===== config.mk =====
export PLATFORM = sky130hd
export DESIGN_NAME = bldc_commutation_stall_monitor_top
export DESIGN_NICKNAME = d
export VERILOG_FILES = /design/src/bcsm_pkg.sv /design/src/bldc_commutation_stall_monitor_top.sv
export SDC_FILE = /design/constraint.sdc
export NUM_CORES = 1
export LEC_CHECK = 0
export BUFFER_PORTS_ARGS = -buffer_cell sky130_fd_sc_hd__buf_2
export CAP_MARGIN = 30
export CORE_AREA = 2 2 250 314
export DETAILED_ROUTE_END_ITERATION = 6
export DIE_AREA = 0 0 252 316
export SLEW_MARGIN = 0
export SYNTH_ARGS = -nofsm -noshare
export SYNTH_HDL_FRONTEND = slang
export SYNTH_SLANG_ARGS = --single-unit

===== constraint.sdc =====
create_clock -name clk -period 33.1 [get_ports clk]
set_input_delay 3.31 -clock clk [delete_from_list [all_inputs] [get_ports clk]]
set_output_delay 3.31 -clock clk [all_outputs]
set_load 0.03 [all_outputs]

===== src/bcsm_pkg.sv =====
// Package for the six-step commutation and stall monitor: codes and constants.
package bcsm_pkg;

  // Request function codes
  typedef enum logic [1:0] {
    FUNC_START    = 2'd0,
    FUNC_CROSSING = 2'd1,
    FUNC_TIMEOUT  = 2'd2,
    FUNC_BLANK_END = 2'd3
  } func_t;

  // Configuration register indexes
  typedef enum logic [1:0] {
    CFG_FAIL_LIMIT = 2'd0,
    CFG_MAX_DUTY   = 2'd1,
    CFG_HIGH_LIMIT = 2'd2,
    CFG_LOW_LIMIT  = 2'd3
  } cfg_reg_t;

  localparam int DUTY_BITS_DEFAULT = 12;
  localparam int STEPS             = 6;
  localparam int IVAL_W            = 16;
  localparam int SUM_W             = 19;
  localparam int CFG_W             = 16;

  localparam logic [IVAL_W-1:0] TIMEOUT_INTERVAL   = 16'hFFFF;
  localparam logic [7:0]        FAIL_LIMIT_RESET   = 8'd20;
  localparam logic [15:0]       HIGH_LIMIT_RESET   = 16'd15000;
  localparam logic [15:0]       LOW_LIMIT_RESET    = 16'd100;
  localparam logic [7:0]        SCORE_MAX          = 8'hFF;

  // ceil(2^22 / 3): x/3 == (x * DIV3_RECIP) >> 22 for x < 2^21
  localparam int                DIV3_SHIFT = 22;
  localparam logic [20:0]       DIV3_RECIP = 21'd1398102;

endpackage


===== src/bldc_commutation_stall_monitor_top.sv =====
// Six-step sensorless commutation engine with stall scoring and duty slew.
//
//  channel   direction  handshake              payload
//  in        sink       in_valid / in_ready    func, interval, duty_command
//  out       source     out_valid / out_ready  phase_step .. average_interval
//  cfg       sink       cfg_en                 cfg_index, cfg_data
//
// One request per cycle sustained while out_ready holds; each request passes
// through the input register, then through the update logic into the result register.
// The update of history, sum, average (constant reciprocal multiply) and score
// is combinational between the registers, so the next request sees the new state at once.
// Reset (synchronous, rst high) clears engine state and valid flags, loads register defaults.
// A stalled output holds the result register and the input register in place.
module bldc_commutation_stall_monitor_top #(
  parameter int DUTY_BITS = bcsm_pkg::DUTY_BITS_DEFAULT
) (
  input  logic                  clk,
  input  logic                  rst,
  // configuration
  input  logic                  cfg_en,
  input  logic [1:0]            cfg_index,
  input  logic [bcsm_pkg::CFG_W-1:0] cfg_data,
  // request channel
  input  logic                  in_valid,
  output logic                  in_ready,
  input  logic [1:0]            func,
  input  logic [15:0]           interval,
  input  logic [DUTY_BITS-1:0]  duty_command,
  // result channel
  output logic                  out_valid,
  input  logic                  out_ready,
  output logic [2:0]            phase_step,
  output logic                  edge_rising,
  output logic [13:0]           blanking_ticks,
  output logic [DUTY_BITS-1:0]  duty_level,
  output logic                  duty_changed,
  output logic                  commutated,
  output logic                  running,
  output logic                  stall_stop,
  output logic [7:0]            fail_score,
  output logic [15:0]           average_interval
);

  localparam int STEPS  = bcsm_pkg::STEPS;
  localparam int IVAL_W = bcsm_pkg::IVAL_W;
  localparam int SUM_W  = bcsm_pkg::SUM_W;
  localparam int PROD_W = SUM_W - 1 + 21;

  // configuration registers
  logic [7:0]           fail_limit;
  logic [DUTY_BITS-1:0] max_duty;
  logic [IVAL_W-1:0]    interval_high_limit;
  logic [IVAL_W-1:0]    interval_low_limit;

  // engine state
  logic [IVAL_W-1:0]    hist [STEPS];
  logic [SUM_W-1:0]     interval_sum;
  logic [2:0]           step_index;
  logic [7:0]           stall_score;
  logic [2:0]           phase_count;
  logic [DUTY_BITS-1:0] duty_now;
  logic                 run_active;
  logic                 blanking_active;
  logic                 timeout_pending;

  // input register
  logic                 req_valid;
  bcsm_pkg::func_t      req_func;
  logic [IVAL_W-1:0]    req_interval;
  logic [DUTY_BITS-1:0] req_cmd;

  logic advance;

  assign advance  = req_valid && (!out_valid || out_ready);
  assign in_ready = !req_valid || advance;

  // next-state logic
  logic [IVAL_W-1:0]    hist_next [STEPS];
  logic [SUM_W-1:0]     sum_next;
  logic [2:0]           step_next;
  logic [7:0]           score_next;
  logic [2:0]           phase_next;
  logic [DUTY_BITS-1:0] duty_next;
  logic                 run_next;
  logic                 blank_next;
  logic                 pending_next;
  logic                 changed_next;
  logic                 commut_next;
  logic                 stop_next;

  logic [IVAL_W-1:0]    ival;
  logic [IVAL_W-1:0]    mx;
  logic [IVAL_W-1:0]    mn;
  logic [PROD_W-1:0]    prod;
  logic [IVAL_W-1:0]    avg_next;
  logic                 suspect;
  logic [7:0]           score_upd;
  logic [DUTY_BITS-1:0] duty_inc;

  // average of the sum that this request leaves behind
  assign prod     = PROD_W'(sum_next[SUM_W-1:1]) * PROD_W'(bcsm_pkg::DIV3_RECIP);
  assign avg_next = prod[bcsm_pkg::DIV3_SHIFT +: IVAL_W];

  always_comb begin
    hist_next    = hist;
    sum_next     = interval_sum;
    step_next    = step_index;
    score_next   = stall_score;
    phase_next   = phase_count;
    duty_next    = duty_now;
    run_next     = run_active;
    blank_next   = blanking_active;
    pending_next = timeout_pending;
    changed_next = 1'b0;
    commut_next  = 1'b0;
    stop_next    = 1'b0;
    ival         = timeout_pending ? bcsm_pkg::TIMEOUT_INTERVAL : req_interval;
    mx           = '0;
    mn           = '1;
    suspect      = 1'b0;
    score_upd    = stall_score;
    duty_inc     = duty_now + DUTY_BITS'(1);

    unique case (req_func)
      bcsm_pkg::FUNC_START: begin
        for (int i = 0; i < STEPS; i++) begin
          hist_next[i] = '0;
        end
        sum_next     = '0;
        step_next    = '0;
        score_next   = '0;
        phase_next   = '0;
        blank_next   = 1'b0;
        run_next     = 1'b1;
        duty_next    = req_cmd;
        changed_next = 1'b1;
      end
      bcsm_pkg::FUNC_CROSSING: begin
        if (run_active && !blanking_active) begin
          pending_next          = 1'b0;
          hist_next[step_index] = ival;
          sum_next = interval_sum - SUM_W'(hist[step_index]) + SUM_W'(ival);
          for (int i = 0; i < STEPS; i++) begin
            if (hist_next[i] > mx) mx = hist_next[i];
            if (hist_next[i] < mn) mn = hist_next[i];
          end
          phase_next = (phase_count == 3'(STEPS - 1)) ? 3'd0 : phase_count + 3'd1;
          suspect = ((mx >> 1) > avg_next) || ({1'b0, mn, 1'b0} < {1'b0, avg_next}) ||
                    (mx > interval_high_limit) || (mn < interval_low_limit);
          if (suspect) begin
            if (stall_score != bcsm_pkg::SCORE_MAX) score_upd = stall_score + 8'd1;
          end else if (stall_score != 8'd0) begin
            score_upd = stall_score - 8'd1;
          end
          score_next = score_upd;
          if (score_upd > fail_limit) begin
            run_next     = 1'b0;
            blank_next   = 1'b0;
            duty_next    = '0;
            changed_next = 1'b1;
            stop_next    = 1'b1;
          end else begin
            // every sixth commutation, slew duty up one count (capped at max_duty) or set it to the command
            if (phase_next == 3'd0) begin
              if (req_cmd > duty_now) begin
                duty_next = (duty_inc > max_duty) ? max_duty : duty_inc;
              end else begin
                duty_next = req_cmd;
              end
              changed_next = 1'b1;
            end
            blank_next  = 1'b1;
            step_next   = (step_index == 3'(STEPS - 1)) ? 3'd0 : step_index + 3'd1;
            commut_next = 1'b1;
          end
        end
      end
      bcsm_pkg::FUNC_TIMEOUT: begin
        pending_next = 1'b1;
        if (run_active) begin
          run_next     = 1'b0;
          blank_next   = 1'b0;
          duty_next    = '0;
          changed_next = 1'b1;
          stop_next    = 1'b1;
        end
      end
      bcsm_pkg::FUNC_BLANK_END: begin
        blank_next = 1'b0;
      end
      default: begin
        blank_next = blanking_active;
      end
    endcase
  end

  always_ff @(posedge clk) begin
    if (rst) begin
      fail_limit          <= bcsm_pkg::FAIL_LIMIT_RESET;
      max_duty            <= '1;
      interval_high_limit <= bcsm_pkg::HIGH_LIMIT_RESET;
      interval_low_limit  <= bcsm_pkg::LOW_LIMIT_RESET;
    end else if (cfg_en) begin
      unique case (bcsm_pkg::cfg_reg_t'(cfg_index))
        bcsm_pkg::CFG_FAIL_LIMIT: fail_limit          <= cfg_data[7:0];
        bcsm_pkg::CFG_MAX_DUTY:   max_duty            <= cfg_data[DUTY_BITS-1:0];
        bcsm_pkg::CFG_HIGH_LIMIT: interval_high_limit <= cfg_data[IVAL_W-1:0];
        bcsm_pkg::CFG_LOW_LIMIT:  interval_low_limit  <= cfg_data[IVAL_W-1:0];
        default:                  fail_limit          <= fail_limit;
      endcase
    end
  end

  // input register
  always_ff @(posedge clk) begin
    if (rst) begin
      req_valid <= 1'b0;
    end else if (in_ready) begin
      req_valid <= in_valid;
    end
    if (in_valid && in_ready) begin
      req_func     <= bcsm_pkg::func_t'(func);
      req_interval <= interval;
      req_cmd      <= duty_command;
    end
  end

  // state and result register
  always_ff @(posedge clk) begin
    if (rst) begin
      for (int i = 0; i < STEPS; i++) begin
        hist[i] <= '0;
      end
      interval_sum    <= '0;
      step_index      <= '0;
      stall_score     <= '0;
      phase_count     <= '0;
      duty_now        <= '0;
      run_active      <= 1'b0;
      blanking_active <= 1'b0;
      timeout_pending <= 1'b0;
      out_valid       <= 1'b0;
    end else begin
      if (advance) begin
        hist            <= hist_next;
        interval_sum    <= sum_next;
        step_index      <= step_next;
        stall_score     <= score_next;
        phase_count     <= phase_next;
        duty_now        <= duty_next;
        run_active      <= run_next;
        blanking_active <= blank_next;
        timeout_pending <= pending_next;
        out_valid       <= 1'b1;
      end else if (out_ready) begin
        out_valid <= 1'b0;
      end
    end
    if (advance) begin
      phase_step       <= step_next;
      edge_rising      <= step_next[0];
      blanking_ticks   <= avg_next[IVAL_W-1:2];
      duty_level       <= duty_next;
      duty_changed     <= changed_next;
      commutated       <= commut_next;
      running          <= run_next;
      stall_stop       <= stop_next;
      fail_score       <= score_next;
      average_interval <= avg_next;
    end
  end

  a_step_range: assert property (@(posedge clk) disable iff (rst)
    step_index <= 3'(STEPS - 1) && phase_count <= 3'(STEPS - 1))
    else $error("step or phase count out of range");

  a_stop_clears: assert property (@(posedge clk) disable iff (rst)
    out_valid && stall_stop |-> !running && duty_level == '0)
    else $error("stop result still running or driving duty");

  a_commut_running: assert property (@(posedge clk) disable iff (rst)
    out_valid && commutated |-> running && !stall_stop && blanking_active)
    else $error("commutation reported while stopped");

  a_advance_result: assert property (@(posedge clk) disable iff (rst)
    advance |=> out_valid && running == run_active && fail_score == stall_score)
    else $error("result register does not match engine state");

endmodule


-- Word level (Yosys, flattened, before mapping)
Cells that the tools add are included.
- bits of input ports: 53
- word-level logic and storage cells: 190
- register bits: 286
- multiplexer cells: 87
- bitwise operators: 1
- $mul: 1
- add/subtract/negate cells: 7
- reductions and logical operators: 28
- eq/ne operators: 11
- magnitude comparators: 21
- operator list (kind ; count):
    $mux 16 ; 40
    $pmux 96 s2 ; 1
    $bwmux 96 ; 1
    $gt 16x16->1 ; 6
    $lt 16x16->1 ; 6
    $mux 96 ; 1
    $mux 12 ; 6
    $bmux 16 s3 ; 1
    $demux 16 s3 ; 1
    $mux 8 ; 6
    $pmux 19 s2 ; 1
    $mul 18x20->37 const B ; 1
    $pmux 12 s3 ; 1
    $gt 12x12->1 ; 2
    $add 19x16->19 ; 1
    $mux 19 ; 1
    $sub 19x16->19 ; 1
    $lt 17x16->1 ; 1
    $gt 15x16->1 ; 1
    $gt 16x1->1 const B ; 1
    $lt 16x16->1 const B ; 1
    $pmux 8 s2 ; 1
    $mux 3 ; 5
    $mux 1 ; 14
    26 further kinds ; 55

-- Logic depth before layout (Yosys ltp)
- depth after elaboration: 41
- depth in mapped cells: 104
- gate-level depth less buffers: 92

-- Least setup slack after synthesis
No wires, ideal clock.
- path kind: reg2reg
- start: register step_index[0]
- end: register duty_now[1]
- data arrival time: 16.413 ns
- data required time: 33.014 ns
- period minus slack after synthesis: 16.499 ns
- path slack: 16.601 ns
- path buffers: 14
- setup time: 0.086 ns
- cell stages (with the launch flop): 101
- cell sequence: dfxtp_1 > buf_2 > nor3_4 > clkbuf_1 > clkbuf_1 > clkbuf_1 > o21ai_0 > ha_1 > nand4_1 > nor3_1 > o21ai_0 > o21ai_0 > and2_1 > clkbuf_1 > clkbuf_1 > a21oi_1 > ha_1 > a21o_1 > [... 65 more ...] > and2_1 > a211o_1 > nand2_1 > ha_1 > nor2b_1 > o21a_1 > o21ai_0 > nand2b_1 > a21oi_1 > o21ai_0 > o21ai_0 > nand2_1 > clkbuf_1 > inv_1 > a22oi_1 > o21ai_0 > nor2_1 > a211oi_1
- cells in the longest elaborated chain, start to end: 41
- elaborated cells on any way between the ends: 77
- RTL lines (item ; line ; source):
    start: declaration ; bldc_commutation_stall_monitor_top.sv:58 ; logic [2:0] step_index;
    start signal: assignment ; bldc_commutation_stall_monitor_top.sv:247 ; step_index <= step_next;
    $not 3->4 (implied by the code) * ; bldc_commutation_stall_monitor_top.sv:141, bldc_commutation_stall_monitor_top.sv:142 ;
    $ge 4x4->1 (implied by the code) / $lt 4x1->1 (equally long branches) ; bldc_commutation_stall_monitor_top.sv:141 ; hist_next[step_index] = ival;
    $logic_and 1x1->1 (implied by the code) ; bldc_commutation_stall_monitor_top.sv:141 ;
    $mux 16 (implied by the code) ; bldc_commutation_stall_monitor_top.sv:141 ;
    $demux 16 s3 ; bldc_commutation_stall_monitor_top.sv:141 ;
    $bwmux 96 ; bldc_commutation_stall_monitor_top.sv:141 ;
    $lt 16x16->1 / $gt 16x1->1 (equally long branches) ; bldc_commutation_stall_monitor_top.sv:145, bldc_commutation_stall_monitor_top.sv:144 ;
    $mux 16, on equally long branches ; bldc_commutation_stall_monitor_top.sv:145, bldc_commutation_stall_monitor_top.sv:144 ;
    [... 26 more ...] ; n/a ;
    $mux 8 * ; bldc_commutation_stall_monitor_top.sv:150 ; if (suspect) begin
    $mux 8 * ; bldc_commutation_stall_monitor_top.sv:139 ; if (run_active && !blanking_active) begin
    $mux 8 * ; bldc_commutation_stall_monitor_top.sv:124 ; unique case (req_func)
    $gt 8x8->1 * ; bldc_commutation_stall_monitor_top.sv:156 ; if (score_upd > fail_limit) begin
    $mux 12 * ; bldc_commutation_stall_monitor_top.sv:156 ;
    $mux 12 * ; bldc_commutation_stall_monitor_top.sv:139 ;
    $pmux 12 s3 * ; bldc_commutation_stall_monitor_top.sv:124 ;
    net duty_next[1] ; bldc_commutation_stall_monitor_top.sv:83 ; logic [DUTY_BITS-1:0] duty_next;
    end signal: assignment ; bldc_commutation_stall_monitor_top.sv:250 ; duty_now <= duty_next;
    end: declaration ; bldc_commutation_stall_monitor_top.sv:61 ; logic [DUTY_BITS-1:0] duty_now;
The timed path passes the listed nets; every way through them passes the cells marked *. The select of a mux whose other input is x is not followed.
A chain may end at the register's enable or synchronous reset.

-- Worst setup path in the final report
- start: register step_index[0]
- end: register duty_now[2]
The elaborated chain is that of the path after synthesis.

==> results.toml <==
[run_status]
status = "complete, no violations"

[synth]
ys_top_cells_by_area = "ha_1, dfxtp_1, fa_1"
synth_warnings = 0
yosysTopAreaCell = "ha_1"
synth_ff_type = "dfxtp_1"
synth_edf_count = 73
synth_top_area_share_pct = 18.3
synthArstFlopShare_pct = 0
synth_area_per_cell_um2 = 8.02
synthCells = 3318
ys_ff_latch = 271
netlist_area_mm2 = 0.0266
yosysSeqAreaShare_pct = 23.1
synthesis.nets = 3873
netlist-cell-type-count = 83

[global_routing]
grt_util_met1_pct = 25.8
grt.met2_usage_pct = 40.5
grt_pass1_wl_mm = 138
grtUsageTotal_pct = 22.4
grt_use_met3_pct = 1.84
antenna_found_initial = 1
grt_max_degree = 84
top_usage_layer = "met2"
grt_overflow = 0
grt_pass1_vias = 23400

[worst_setup_path]
crit_path_start_kind = "register"
critPathMaxFanout = 47
r2r_slack_ns = 12.14
cp_slowest_stage_delay_ns = 0.88
crit_arrival_ns = 21.44
critPathSlowestCell = "and2_1"
crit_family = "compound AO/OA/AOI/OAI gates"
critPathBufInv = 3
crit_top_cell = "a21oi_1"
worstPathRequired_ns = 33.58
worstSetupPathType = "reg -> reg"
end_kind = "register"

[place]
portBuffers = 112
gp_congestion = 0.972
hpwl_mm = 72.3

[sta]
maxSlewHeadroom_pct = 30.4
setup_tns_ns = 0
slew_violations = 0
post-route-period-util_pct = 63.3
skew_ns = 0.0392
tightest_slew_ns = 1.04
rsz0062_at_grt = "no"
fmax_ghz = 0.0477
min_period_ns = 20.96
hold_viol_final = 0
finalSetupViolations = 0

[cts]
cts-buffers-inserted = 34
cts_tree = "yes"
htreeDepth = 2
clockBufferDepth = 3
clock_sinks = 271
clk-insertion-delay-late_ns = 0.57
postCtsSetupBuffers = 0
cts_hold_buf = 0
ctsResizeCount = 0
clkTransAtPathRegs_ns = 0.06
clock_tree.root_cell = "clkbuf_16"

[drt]
drcViolationCount = 0
first_pass_iters = 5
ant_nets = 0
routed-via-count = 24000
drtIter0Drc = 1759
viasPerCell = 5.50
wirelength_mm = 90.9
routedWlPerCell_um = 20.8

[cells_and_area]
diodes = 0
filler_cell_count = 7942
drive_above_1_share_pct = 9.10
finalNetCount = 3913
syn2layout_area_growth_pct = 10.5

[power]
peakVddDrop_mv = 0.0312
p_leak_nw = 13.7
total_power_w = 0.00116
powerDensity_mw_per_mm2 = 39.5

[die]
num_rows = 114
core_mm2 = 0.0767
io_pins = 113
fp.dieW_um = 252
start_util_pct = 34.7
die_area_mm2 = 0.0796
die_h_um = 316

[min_path]
min_path_type = "reg -> reg"

[run]
maxCapViolations = 0
## state kept, by name, indices dropped and copies added, names as in the netlist, 12 cells and up
register             cells
interval_sum            19
hist                    96
duty_level              12
req_interval            16
interval_high_limit     16
blanking_ticks          14
interval_low_limit      16
req_cmd                 12
max_duty                12
duty_now                12
## final cells by class
cell class	count	area [um^2]	share of cell area, %
Multi-Input combinational cell	2529	18500	62.9
Sequential cell	271	6160	20.9
Inverter	340	1280	4.34
Tap cell	986	1230	4.20
Timing Repair Buffer	182	1090	3.71
Clock buffer	41	940	3.20
Clock inverter	21	215	0.732
## synthesized netlist by cell type (52+ instances only)
master / number
inv_1: 338
ha_1: 390
edfxtp_1: 73
a22oi_1: 54
a21oi_1: 357
nand3_1: 154
nor3_1: 58
o211ai_1: 52
fa_1: 112
clkbuf_1: 136
dfxtp_1: 198
a21o_1: 72
nand2_1: 355
nor2_1: 248
o21ai_0: 190
## worst paths after layout
path | start | cells after the start | endpoint
worst max-delay path | step_index[0]$_SDFFE_PP0P_ | 85 | duty_now[2]$_SDFFE_PP0P_
worst min-delay path | interval_high_limit[10]$_SDFFE_PP0P_ | 2 | interval_high_limit[10]$_SDFFE_PP0P_
worst max register to register | step_index[0]$_SDFFE_PP0P_ | 85 | duty_now[2]$_SDFFE_PP0P_
worst min register to register | interval_high_limit[10]$_SDFFE_PP0P_ | 2 | interval_high_limit[10]$_SDFFE_PP0P_
## metrics by stage
step	setup WS [ns]	instances	util (%)	hold WS, ns	cell area, um^2
6_report	12.14	4370	38.3	0.458	29400
4_1_cts	12.48	4367	38.3	0.458	29400
3_5_place_dp	12.58	4305	36.8	0.450	28200
5_1_grt	10.60	4370	38.3	0.472	29400
2_1_floorplan	16.60	3318	-	0.436	26600
3_3_place_gp	12.62	4303	36.8	0.445	28200
## per-layer routing
metal	share of wire [%]	wire length, um	vias to the layer above
met5	0	0	-
met4	6.3	5750	0
met3	3.9	3550	213
met2	51	45900	677
met1	39	35700	11400
li1	-	-	11700
## tightest hold or removal path: stages (launching register included)
cell and delay, ns:
dfxtp_1 0.31, nand2_1 0.05, a21oi_1 0.05
## cell families after synthesis
kind of cell | synth area share [%]
DFF | 23.1
AOI/OAI and AO/OA | 20.9
muxes | 2.93
xor gates and xnor gates | 1.68
and+or+nand+nor | 17.0
adders and majority gates | 26.8
buffers and inverters | 7.59
## placed cells by master, fill, tap and decap left out, types with 18 or more instances in the layout
| master | netlist | final |
|---|---|---|
| a211oi_1 | 31 | 30 |
| a21o_1 | 72 | 72 |
| a21oi_1 | 357 | 356 |
| a22oi_1 | 54 | 54 |
| buf_2 | 14 | 112 |
| buf_4 | 15 | 69 |
| clkbuf_16 | 0 | 36 |
| dfxtp_1 | 198 | 198 |
| edfxtp_1 | 73 | 73 |
| fa_1 | 112 | 112 |
| ha_1 | 390 | 389 |
| inv_1 | 338 | 338 |
| mux2_2 | 23 | 23 |
| mux2i_1 | 49 | 49 |
| nand2_1 | 355 | 354 |
| nand2b_1 | 25 | 24 |
| nand3_1 | 154 | 154 |
| nand4_1 | 44 | 44 |
| nor2_1 | 248 | 247 |
| nor2b_1 | 18 | 18 |
| nor3_1 | 58 | 58 |
| o211ai_1 | 52 | 52 |
| o21a_1 | 40 | 40 |
| o21ai_0 | 190 | 189 |
| o31ai_1 | 23 | 23 |
| xnor2_1 | 39 | 39 |
## report_power, final
group | switching (W) | internal (W) | total [W]
clock network | 0.000163 | 0.000229 | 0.000392
logic | 0.000262 | 0.000145 | 0.000407
registers | 0.00000831 | 0.000355 | 0.000363
No activity file was read; power rests on OpenSTA's default activity.
